## src/rtl/core/ahsm_pkg.sv

```systemverilog
// Shared types and constants for the audio-to-haptic slew mapper.
package ahsm_pkg;

  // Field widths
  localparam int unsigned LEVEL_W    = 16;
  localparam int unsigned GAIN_W     = 16;
  localparam int unsigned ELAPSED_W  = 24;
  localparam int unsigned DIVISOR_W  = 26;  // fade_time_ms * 1000 < 2^26
  localparam int unsigned STEP_BITS  = 15;  // quotient bits below full scale
  localparam int unsigned TARGET_W   = 21;  // widest sum of gain terms
  localparam int unsigned CFG_IDX_W  = 3;

  // Fixed-point constants (Q1.15 levels, Q0.16 peak fraction)
  localparam logic [LEVEL_W-1:0] FULL_SCALE = 16'd32768;
  localparam logic [LEVEL_W-1:0] DEAD_ZONE  = 16'd4915;
  localparam logic [GAIN_W-1:0]  PEAK_FRAC  = 16'd19661;
  localparam logic [GAIN_W-1:0]  MS_TO_US   = 16'd1000;

  // Configuration register indexes
  localparam logic [CFG_IDX_W-1:0] REG_ENABLE_MASK  = 3'd0;
  localparam logic [CFG_IDX_W-1:0] REG_BASS_GAIN    = 3'd1;
  localparam logic [CFG_IDX_W-1:0] REG_TREBLE_GAIN  = 3'd2;
  localparam logic [CFG_IDX_W-1:0] REG_VOLUME_GAIN  = 3'd3;
  localparam logic [CFG_IDX_W-1:0] REG_DYNAMIC_GAIN = 3'd4;
  localparam logic [CFG_IDX_W-1:0] REG_FADE_TIME_MS = 3'd5;

  // Reset values of the configuration registers
  localparam logic [3:0]        RST_ENABLE_MASK = 4'hF;
  localparam logic [GAIN_W-1:0] RST_GAIN        = 16'd4096;
  localparam logic [GAIN_W-1:0] RST_FADE_MS     = 16'd100;

  // Enable mask bits
  localparam int unsigned EN_RUMBLE  = 0;
  localparam int unsigned EN_LOW     = 1;
  localparam int unsigned EN_HIGH    = 2;
  localparam int unsigned EN_TRIGGER = 3;

  // Sequencer states
  typedef enum logic [1:0] {
    ST_IDLE,
    ST_MUL,
    ST_DIV,
    ST_SLEW
  } state_t;

endpackage

```

## src/rtl/core/ahsm_divider.sv

```systemverilog
// Bit-serial divider for the slew step: floor(dividend * 2^15 / divisor), saturated.
module ahsm_divider (
  input  logic                              clk,
  input  logic                              rst,
  input  logic                              start,
  input  logic [ahsm_pkg::ELAPSED_W-1:0]    dividend,
  input  logic [ahsm_pkg::DIVISOR_W-1:0]    divisor,
  output logic                              done,
  output logic [ahsm_pkg::LEVEL_W-1:0]      quotient
);

  logic                              busy;
  logic [3:0]                        count;
  logic [ahsm_pkg::DIVISOR_W-1:0]    rem;
  logic [ahsm_pkg::STEP_BITS-1:0]    q;

  logic [ahsm_pkg::DIVISOR_W:0]      rem_shift;
  logic                              q_bit;
  logic [ahsm_pkg::DIVISOR_W-1:0]    rem_next;

  // One restoring step: shift, trial subtract
  always_comb begin
    rem_shift = {rem, 1'b0};
    q_bit     = rem_shift >= {1'b0, divisor};
    rem_next  = q_bit ? (rem_shift[ahsm_pkg::DIVISOR_W-1:0] - divisor)
                      : rem_shift[ahsm_pkg::DIVISOR_W-1:0];
  end

  // Control
  always_ff @(posedge clk) begin
    if (rst) begin
      busy <= 1'b0;
      done <= 1'b0;
    end else begin
      done <= 1'b0;
      if (start) begin
        if ({{(ahsm_pkg::DIVISOR_W-ahsm_pkg::ELAPSED_W){1'b0}}, dividend} >= divisor) begin
          // quotient would reach full scale or beyond
          done <= 1'b1;
        end else begin
          busy <= 1'b1;
        end
      end else if (busy && count == 4'd1) begin
        busy <= 1'b0;
        done <= 1'b1;
      end
    end
  end

  // Datapath
  always_ff @(posedge clk) begin
    if (start) begin
      rem      <= {{(ahsm_pkg::DIVISOR_W-ahsm_pkg::ELAPSED_W){1'b0}}, dividend};
      q        <= '0;
      count    <= 4'(ahsm_pkg::STEP_BITS);
      quotient <= ahsm_pkg::FULL_SCALE;
    end else if (busy) begin
      rem   <= rem_next;
      q     <= {q[ahsm_pkg::STEP_BITS-2:0], q_bit};
      count <= count - 4'd1;
      if (count == 4'd1) begin
        quotient <= {1'b0, q[ahsm_pkg::STEP_BITS-2:0], q_bit};
      end
    end
  end

endmodule

```

## src/rtl/core/audio_to_haptic_slew_mapper.sv

```systemverilog
// Top level of the audio-to-haptic slew mapper.
//
// Takes one audio feature frame per transfer and returns one set of four
// motor drives. The five gain products and the fade divisor go one after
// another through a single shared 16x16 multiplier, then the slew step
// elapsed_us*32768/(fade_time_ms*1000) comes from a bit-serial divider at
// one quotient bit per cycle. The divider is skipped when fade_time_ms is
// zero, and it gives full scale without the serial run when the step
// saturates. The input side is not ready while a frame is in work, and a
// result waits in the output register until taken. The user must write
// configuration only while the block is idle; the block itself does not
// enforce this.
module audio_to_haptic_slew_mapper (
  input  logic         clk,
  input  logic         rst,
  // configuration
  input  logic         cfg_wr_en,
  input  logic [2:0]   cfg_index,
  input  logic [15:0]  cfg_data,
  // input frames
  input  logic         s_tvalid,
  output logic         s_tready,
  // bass_level, treble_level, volume_level, dynamic_level, peak_level, elapsed_us
  input  logic [103:0] s_tdata,
  // motor drives
  output logic         m_tvalid,
  input  logic         m_tready,
  // low_motor_drive, high_motor_drive, left_trigger_drive, right_trigger_drive
  output logic [63:0]  m_tdata
);

  // Multiplier operand slots
  localparam logic [2:0] MUL_FADE    = 3'd0;
  localparam logic [2:0] MUL_BASS    = 3'd1;
  localparam logic [2:0] MUL_TREBLE  = 3'd2;
  localparam logic [2:0] MUL_VOLUME  = 3'd3;
  localparam logic [2:0] MUL_DYNAMIC = 3'd4;
  localparam logic [2:0] MUL_PEAK    = 3'd5;
  localparam logic [2:0] MUL_DRAIN   = 3'd6;

  // Configuration registers
  logic [3:0]  enable_mask;
  logic [15:0] bass_gain;
  logic [15:0] treble_gain;
  logic [15:0] volume_gain;
  logic [15:0] dynamic_gain;
  logic [15:0] fade_time_ms;

  // Captured frame
  logic [15:0] bass_in;
  logic [15:0] treble_in;
  logic [15:0] volume_in;
  logic [15:0] dynamic_in;
  logic [15:0] peak_in;
  logic [23:0] elapsed_in;

  // Sequencer and datapath
  ahsm_pkg::state_t state, state_next;
  logic [2:0]  mul_idx;
  logic [15:0] mul_a;
  logic [15:0] mul_b;
  logic [31:0] prod;
  logic [ahsm_pkg::DIVISOR_W-1:0] divisor;
  logic [ahsm_pkg::TARGET_W-1:0]  tgt_low;
  logic [ahsm_pkg::TARGET_W-1:0]  tgt_high;
  logic [ahsm_pkg::TARGET_W-1:0]  tgt_trig;
  logic [15:0] step;

  // Kept levels
  logic [15:0] low_level;
  logic [15:0] high_level;
  logic [15:0] ltrig_level;
  logic [15:0] rtrig_level;

  logic        in_xfer;
  logic        div_start;
  logic        div_done;
  logic [15:0] div_quotient;
  logic        slew_go;
  logic        immediate;
  logic [15:0] step_now;
  logic [15:0] low_next;
  logic [15:0] high_next;
  logic [15:0] ltrig_next;
  logic [15:0] rtrig_next;

  function automatic logic [15:0] clamp_full(input logic [ahsm_pkg::TARGET_W-1:0] v);
    logic [15:0] r;
    if (v > ahsm_pkg::TARGET_W'(ahsm_pkg::FULL_SCALE)) r = ahsm_pkg::FULL_SCALE;
    else r = v[15:0];
    return r;
  endfunction

  function automatic logic [15:0] slew(input logic [15:0] cur, input logic [15:0] tgt,
                                       input logic [15:0] stp, input logic jump);
    logic [15:0] diff;
    logic [15:0] r;
    diff = (tgt >= cur) ? (tgt - cur) : (cur - tgt);
    if (jump || diff <= stp) r = tgt;
    else if (tgt > cur) r = cur + stp;
    else r = cur - stp;
    return r;
  endfunction

  function automatic logic [15:0] dead_zone(input logic [15:0] lvl);
    return (lvl <= ahsm_pkg::DEAD_ZONE) ? 16'd0 : lvl;
  endfunction

  assign in_xfer   = s_tvalid && s_tready;
  assign immediate = (fade_time_ms == 16'd0);

  // Step divider
  ahsm_divider u_div (
    .clk      (clk),
    .rst      (rst),
    .start    (div_start),
    .dividend (elapsed_in),
    .divisor  (divisor),
    .done     (div_done),
    .quotient (div_quotient)
  );

  // Configuration writes
  always_ff @(posedge clk) begin
    if (rst) begin
      enable_mask  <= ahsm_pkg::RST_ENABLE_MASK;
      bass_gain    <= ahsm_pkg::RST_GAIN;
      treble_gain  <= ahsm_pkg::RST_GAIN;
      volume_gain  <= ahsm_pkg::RST_GAIN;
      dynamic_gain <= ahsm_pkg::RST_GAIN;
      fade_time_ms <= ahsm_pkg::RST_FADE_MS;
    end else if (cfg_wr_en) begin
      case (cfg_index)
        ahsm_pkg::REG_ENABLE_MASK:  enable_mask  <= cfg_data[3:0];
        ahsm_pkg::REG_BASS_GAIN:    bass_gain    <= cfg_data;
        ahsm_pkg::REG_TREBLE_GAIN:  treble_gain  <= cfg_data;
        ahsm_pkg::REG_VOLUME_GAIN:  volume_gain  <= cfg_data;
        ahsm_pkg::REG_DYNAMIC_GAIN: dynamic_gain <= cfg_data;
        ahsm_pkg::REG_FADE_TIME_MS: fade_time_ms <= cfg_data;
        default: ;
      endcase
    end
  end

  // Shared multiplier operand select
  always_comb begin
    case (mul_idx)
      MUL_FADE:    begin mul_a = fade_time_ms; mul_b = ahsm_pkg::MS_TO_US; end
      MUL_BASS:    begin mul_a = bass_in;      mul_b = bass_gain;          end
      MUL_TREBLE:  begin mul_a = treble_in;    mul_b = treble_gain;        end
      MUL_VOLUME:  begin mul_a = volume_in;    mul_b = volume_gain;        end
      MUL_DYNAMIC: begin mul_a = dynamic_in;   mul_b = dynamic_gain;       end
      MUL_PEAK:    begin mul_a = peak_in;      mul_b = ahsm_pkg::PEAK_FRAC; end
      default:     begin mul_a = '0;           mul_b = '0;                 end
    endcase
  end

  // Sequencer: next state and strobes
  always_comb begin
    state_next = state;
    s_tready   = 1'b0;
    div_start  = 1'b0;
    slew_go    = 1'b0;
    step_now   = step;
    case (state)
      ahsm_pkg::ST_IDLE: begin
        s_tready = 1'b1;
        if (s_tvalid) state_next = ahsm_pkg::ST_MUL;
      end
      ahsm_pkg::ST_MUL: begin
        if (mul_idx == MUL_DRAIN) begin
          if (immediate) begin
            state_next = ahsm_pkg::ST_SLEW;
          end else begin
            div_start  = 1'b1;
            state_next = ahsm_pkg::ST_DIV;
          end
        end
      end
      ahsm_pkg::ST_DIV: begin
        if (div_done) state_next = ahsm_pkg::ST_SLEW;
      end
      ahsm_pkg::ST_SLEW: begin
        if (!m_tvalid || m_tready) begin
          slew_go    = 1'b1;
          state_next = ahsm_pkg::ST_IDLE;
        end
      end
      default: state_next = ahsm_pkg::ST_IDLE;
    endcase
  end

  always_ff @(posedge clk) begin
    if (rst) state <= ahsm_pkg::ST_IDLE;
    else state <= state_next;
  end

  // Frame capture, multiply and accumulate
  always_ff @(posedge clk) begin
    if (in_xfer) begin
      bass_in    <= s_tdata[15:0];
      treble_in  <= s_tdata[31:16];
      volume_in  <= s_tdata[47:32];
      dynamic_in <= s_tdata[63:48];
      peak_in    <= s_tdata[79:64];
      elapsed_in <= s_tdata[103:80];
      mul_idx    <= MUL_FADE;
      tgt_low    <= '0;
      tgt_high   <= '0;
      tgt_trig   <= '0;
    end else if (state == ahsm_pkg::ST_MUL) begin
      prod    <= mul_a * mul_b;
      mul_idx <= mul_idx + 3'd1;
      // accumulate the product from the previous slot
      case (mul_idx)
        MUL_BASS: divisor <= prod[ahsm_pkg::DIVISOR_W-1:0];
        MUL_TREBLE: begin
          if (enable_mask[ahsm_pkg::EN_RUMBLE] && enable_mask[ahsm_pkg::EN_LOW])
            tgt_low <= tgt_low + {1'b0, prod[31:12]};
        end
        MUL_VOLUME: begin
          if (enable_mask[ahsm_pkg::EN_RUMBLE] && enable_mask[ahsm_pkg::EN_HIGH])
            tgt_high <= tgt_high + {1'b0, prod[31:12]};
        end
        MUL_DYNAMIC: begin
          if (enable_mask[ahsm_pkg::EN_RUMBLE]) begin
            tgt_low  <= tgt_low  + {2'b00, prod[31:13]};
            tgt_high <= tgt_high + {2'b00, prod[31:13]};
          end
        end
        MUL_PEAK: begin
          if (enable_mask[ahsm_pkg::EN_TRIGGER])
            tgt_trig <= tgt_trig + {1'b0, prod[31:12]};
        end
        MUL_DRAIN: begin
          if (enable_mask[ahsm_pkg::EN_TRIGGER])
            tgt_trig <= tgt_trig + {5'd0, prod[31:16]};
        end
        default: ;
      endcase
    end
    if (div_done) step <= div_quotient;
  end

  // Slew of the four levels toward their targets
  always_comb begin
    low_next   = slew(low_level,   clamp_full(tgt_low),  step_now, immediate);
    high_next  = slew(high_level,  clamp_full(tgt_high), step_now, immediate);
    ltrig_next = slew(ltrig_level, clamp_full(tgt_trig), step_now, immediate);
    rtrig_next = slew(rtrig_level, clamp_full(tgt_trig), step_now, immediate);
  end

  always_ff @(posedge clk) begin
    if (rst) begin
      low_level   <= '0;
      high_level  <= '0;
      ltrig_level <= '0;
      rtrig_level <= '0;
    end else if (slew_go) begin
      low_level   <= low_next;
      high_level  <= high_next;
      ltrig_level <= ltrig_next;
      rtrig_level <= rtrig_next;
    end
  end

  // Output register
  always_ff @(posedge clk) begin
    if (rst) begin
      m_tvalid <= 1'b0;
    end else if (slew_go) begin
      m_tvalid <= 1'b1;
    end else if (m_tready) begin
      m_tvalid <= 1'b0;
    end
  end

  always_ff @(posedge clk) begin
    if (slew_go) begin
      m_tdata <= {dead_zone(rtrig_next), dead_zone(ltrig_next),
                  dead_zone(high_next), dead_zone(low_next)};
    end
  end

endmodule
```

## config.mk

```make
export PLATFORM = sky130hd
export DESIGN_NAME = audio_to_haptic_slew_mapper
export DESIGN_NICKNAME = d
export VERILOG_FILES = /design/src/rtl/core/ahsm_pkg.sv /design/src/rtl/core/ahsm_divider.sv /design/src/rtl/core/audio_to_haptic_slew_mapper.sv
export SDC_FILE = /design/constraint.sdc
export NUM_CORES = 2
export LEC_CHECK = 0
export BUFFER_PORTS_ARGS = -buffer_cell sky130_fd_sc_hd__buf_2
export CORE_MARGIN = 4
export CORE_UTILIZATION = 45
export CTS_CLUSTER_DIAMETER = 100
export CTS_CLUSTER_SIZE = 8
export DETAILED_ROUTE_END_ITERATION = 16
export HOLD_SLACK_MARGIN = 0.08
export PLACE_DENSITY = 0.64
export SLEW_MARGIN = 15
export SYNTH_ARGS = -nofsm -noshare
export SYNTH_HDL_FRONTEND = slang
export SYNTH_SLANG_ARGS = --single-unit
```

## constraint.sdc

```tcl
create_clock -name clk -period 13.5 [get_ports clk]
set_clock_uncertainty 0.1 [all_clocks]
set_input_delay 1.35 -clock clk [delete_from_list [all_inputs] [get_ports clk]]
set_output_delay 1.35 -clock clk [all_outputs]
set_load 0.005 [all_outputs]
```

[Word-level counts from Yosys, hierarchy flattened]
Cells that the tools add are included.
Cells by class
  bitwise logic cells: 1
  $mul: 1
  order comparisons: 21
  mux-type cells: 49
  reduce and logical (&&, ||, !) cells: 34
  equal/unequal tests: 25
  add/sub/neg operators: 25
Operators by type and width (count)
  two-way mux 16 bit: 15
  one-hot mux 16 bit (6 select lines): 2
  subtractor 16 bit: 12
  two-way mux 21 bit: 6
  one-hot mux 21 bit (2 select lines): 3
  adder 16 bit: 4
  greater-or-equal comparator 16 bit: 4
  > comparator 16 bit: 4
  <= comparator 16 x 13 -> 1 bit (second input constant): 4
  <= comparator 16 bit: 4
  adder 21 x 20 -> 21 bit: 3
  > comparator 21 x 16 -> 1 bit (second input constant): 3
  two-way mux 24 bit: 2
  adder 21 x 19 -> 21 bit: 2
  multiplier 16 x 16 -> 32 bit: 1
  greater-or-equal comparator 27 x 26 -> 1 bit: 1
  greater-or-equal comparator 24 x 26 -> 1 bit: 1
  two-way mux 26 bit: 1
  subtractor 26 bit: 1
  adder 21 x 16 -> 21 bit: 1
  inequality test 2 bit (second input constant): 9
  AND reduction 2 bit: 9
  zero test 16 bit: 1
  AND reduction 4 bit: 4
  20 further kinds: 59
Word-level totals
  register bits: 521
  output and inout bits: 66
  logic and storage cells: 192

[Logic depth before layout (Yosys ltp)]
  word-level depth: 8
  mapped depth: 33

[Cells and area by module]
Synthesis repeated with hierarchy kept, for this count alone.
Unflattened totals
  cells, all modules: 5096
  area, all modules: 44747.9 um^2
Modules (own cells, without submodules)
  audio_to_haptic_slew_mapper: area each 39933.3 um^2, times used 1, sequential area each 11611.1 um^2, cells an instance 4543
  ahsm_divider: area each 4814.6 um^2, times used 1, sequential area each 1481.4 um^2, cells an instance 553

[Worst setup path before layout]
Ideal clock, no wire load.
  path type: flip-flop to flip-flop
  from: reg mul_idx[2]
  to: reg prod[30] (data pin)
  slack: 5253 ps
  arrival time: 7890 ps
  cell stages (with the launch flop): 29
  library setup time: 258 ps
  cell sequence: dfxtp_1 clkbuf_1 buf_1 inv_1 ha_1 clkbuf_1 buf_1 a22oi_1 a21oi_1 clkbuf_1 nand2_1 fa_1 inv_1 fa_1 inv_1 fa_1 fa_1 fa_1 inv_1 fa_1 ha_1 a21oi_1 o21ai_0 a31oi_1 nor4_1 o41ai_1 o21ai_0 a21oi_1 xnor2_1
On the way
  cells in the longest elaborated chain, start to end: 3
RTL lines
  start, declared: line audio_to_haptic_slew_mapper.sv:59  | logic [2:0] mul_idx;
  start signal, assigned: line audio_to_haptic_slew_mapper.sv:213  | mul_idx <= mul_idx + 3'd1;
  equality test 3 bit (tied with other cells): line audio_to_haptic_slew_mapper.sv:147  | case (mul_idx)
  one-hot mux 16 bit (6 select lines): line audio_to_haptic_slew_mapper.sv:147
  multiplier 16 x 16 -> 32 bit (*): line audio_to_haptic_slew_mapper.sv:212  | prod <= mul_a * mul_b;
  end signal, assigned: line audio_to_haptic_slew_mapper.sv:212
  end, declared: line audio_to_haptic_slew_mapper.sv:62  | logic [31:0] prod;
Mark *: on every way between the ends. The rest lies on a longest branch, timed or not.
A chain may end at the register's enable or synchronous reset.

[Final worst setup path]
Same ends and word-level chain as after synthesis.

==> impl_metrics.json <==
{
  "syn-cell-area_um2": 43800,
  "nFillCells": 9134,
  "cp_num_buf_inv": 6,
  "min_period_ns": 9.20,
  "crit_family": "adder cells",
  "wire_per_inst_um": 20.4,
  "end_kind": "register",
  "grt_max_degree": 101,
  "synthesis.nets": 5835,
  "hold_viol": 0,
  "drive_gt1_share_pct": 8.67,
  "slowest_stage": "a222oi_1",
  "vias": 36400,
  "tns_ns": 0,
  "dieArea_um2": 102000,
  "multi_input_area_um2": 28200,
  "hold_path_class": "reg2reg",
  "finalCritPeriodShare_pct": 68.2,
  "fmax_mhz": 109,
  "ys_ff_latch": 521,
  "critPathMaxFanout": 51,
  "fin_util_pct": 49.9,
  "synth_seq_area_share_pct": 29.9,
  "drv_cap": 0,
  "slew_viol_final": 0,
  "instances_no_fill": 6453,
  "antenna_found_initial": 1,
  "port-buffer-count": 193,
  "root_buffer": "clkbuf_16",
  "cts_num_sinks": 521,
  "required_ns": 13.81,
  "cts_hold_buf": 0,
  "syn_inst": 5023,
  "tightest_slew_ns": 1.15,
  "core-area_um2": 96700,
  "ant_nets": 0,
  "worstPathArrival_ns": 9.51,
  "max_slew_margin_pct": 22.6,
  "clockBufferDepth": 3,
  "vias_per_cell": 5.64,
  "fp-row-count": 114,
  "drc": 0,
  "dp_hpwl_um": 101000,
  "ys.flop_type": "edfxtp_1",
  "initial_utilization_pct": 45.3,
  "avgSynthCellArea_um2": 8.73,
  "clock_latency_ns": 0.66,
  "h-tree-depth": 3,
  "grt_pass1_wl_um": 204000,
  "cpMostUsedCell": "fa_1",
  "setup_viol": 0,
  "grt_pass1_vias": 35300,
  "die_w_um": 320,
  "ys.warnings.count": 0,
  "synth_cell_types": 94,
  "cts_resized": 0,
  "overflow": 0,
  "synthToLayoutAreaGrowth_pct": 10.1,
  "first_iter_violations": 2851,
  "cts_tree": "done",
  "cts.reportedPaths.clkPinSlew_ns": 0.05,
  "nets": 5935,
  "critPathLaunchType": "register",
  "ios": 194,
  "crit_type": "reg2reg",
  "post_cts_buffers": 0,
  "place.gp.congestion": 0.952,
  "max_stage_delay_ns": 0.65,
  "seq_area_um2": 13100,
  "die_height_um": 320,
  "async_flop_share_pct": 0,
  "rsz0062_at_grt": "no",
  "status": "finished, final reports clean",
  "cts_buffers": 76,
  "track_usage_pct": 25.1,
  "dp.cells": 6321,
  "drt_wl_total_um": 132000,
  "synth_edf_count": 266,
  "dr.pass1.iters": 6
}
[final cells by class]
| type | count | area share [%] |
|---|---|---|
| timing repair buffer | 245 | 2.82 |
| antenna | 1 | 0.00519 |
| clock buffer | 121 | 4.31 |
| clock inverter | 10 | 0.342 |
| multi-input combinational | 3820 | 58.5 |
| tap | 1276 | 3.31 |
| inverter | 459 | 3.59 |
| sequential | 521 | 27.1 |
[cell usage in the layout (no fill, tap or decap), drive strengths merged, types with 168 or more instances in the layout]
cell,count
nand2,764
ha,474
inv,463
a21oi,434
nor2,406
edfxtp,266
dfxtp,255
buf,245
fa,210
xnor2,198
o21ai,168
[through the flow]
stage | worst slack [ns] | hold slack, ns | cell area, um^2
final | 4.30 | 0.318 | 48200
after global routing | 3.74 | 0.322 | 48200
after CTS | 4.29 | 0.317 | 48200
after detailed placement | 4.33 | 0.306 | 46000
after global placement | 4.52 | 0.301 | 46000
after floorplan | 5.25 | 0.300 | 43800
[Yosys cell counts, types with 72 or more instances]
cell type / count / area share (%)
a211oi_1: 84 / 1.4
a21o_1: 103 / 1.8
a21oi_1: 434 / 5.0
and3_1: 72 / 1.0
clkbuf_1: 185 / 1.6
dfxtp_1: 255 / 12
edfxtp_1: 266 / 18
fa_1: 210 / 9.6
ha_1: 474 / 14
inv_1: 458 / 3.9
nand2_1: 764 / 6.5
nand3_1: 81 / 0.92
nor2_1: 406 / 3.5
o21ai_0: 163 / 1.9
xnor2_1: 198 / 4.0
[logic make-up (layout without fill, tap and decap cells)]
group	after synthesis	after routing	synth area share, %
DFF	521	521	29.9
and+or+nand+nor	1628	1628	16.5
adders and majority gates	684	684	23.1
muxes	123	123	2.99
xor gates and xnor gates	265	265	5.33
buffers and inverters	682	835	5.95
other	0	1	0
AOI/OAI and AO/OA	1120	1120	16.2
[final timing paths]
| kind | startpoint | endpoint | slack, ns | depth (start not counted) |
|---|---|---|---|---|
| min | prod[4] | divisor[4] | 0.32 | 0 |
| min reg2reg | prod[4] | divisor[4] | 0.32 | 0 |
| max | mul_idx[2] | prod[30] | 4.30 | 25 |
| max reg2reg | mul_idx[2] | prod[30] | 4.30 | 25 |
[flip-flops by register name (all words and copies together), names as in the netlist, 21 cells and up]
signal / flops
u_div.rem: 26
prod: 32
tgt_trig: 21
elapsed_in: 24
divisor: 26
tgt_high: 21
m_tdata: 64
tgt_low: 21
[layer usage]
layer	vias up	track usage, %	part of all wire (%)
met5	-	0	0.0099
met2	1255	41.2	46
li1	17500	-	-
met4	2	9.43	4.0
met1	17300	33.6	44
met3	258	3.90	6.4
Power is left out: the tool's default activity adds up to more than one toggle a clock period on the data nets, which glitch-free logic cannot reach.
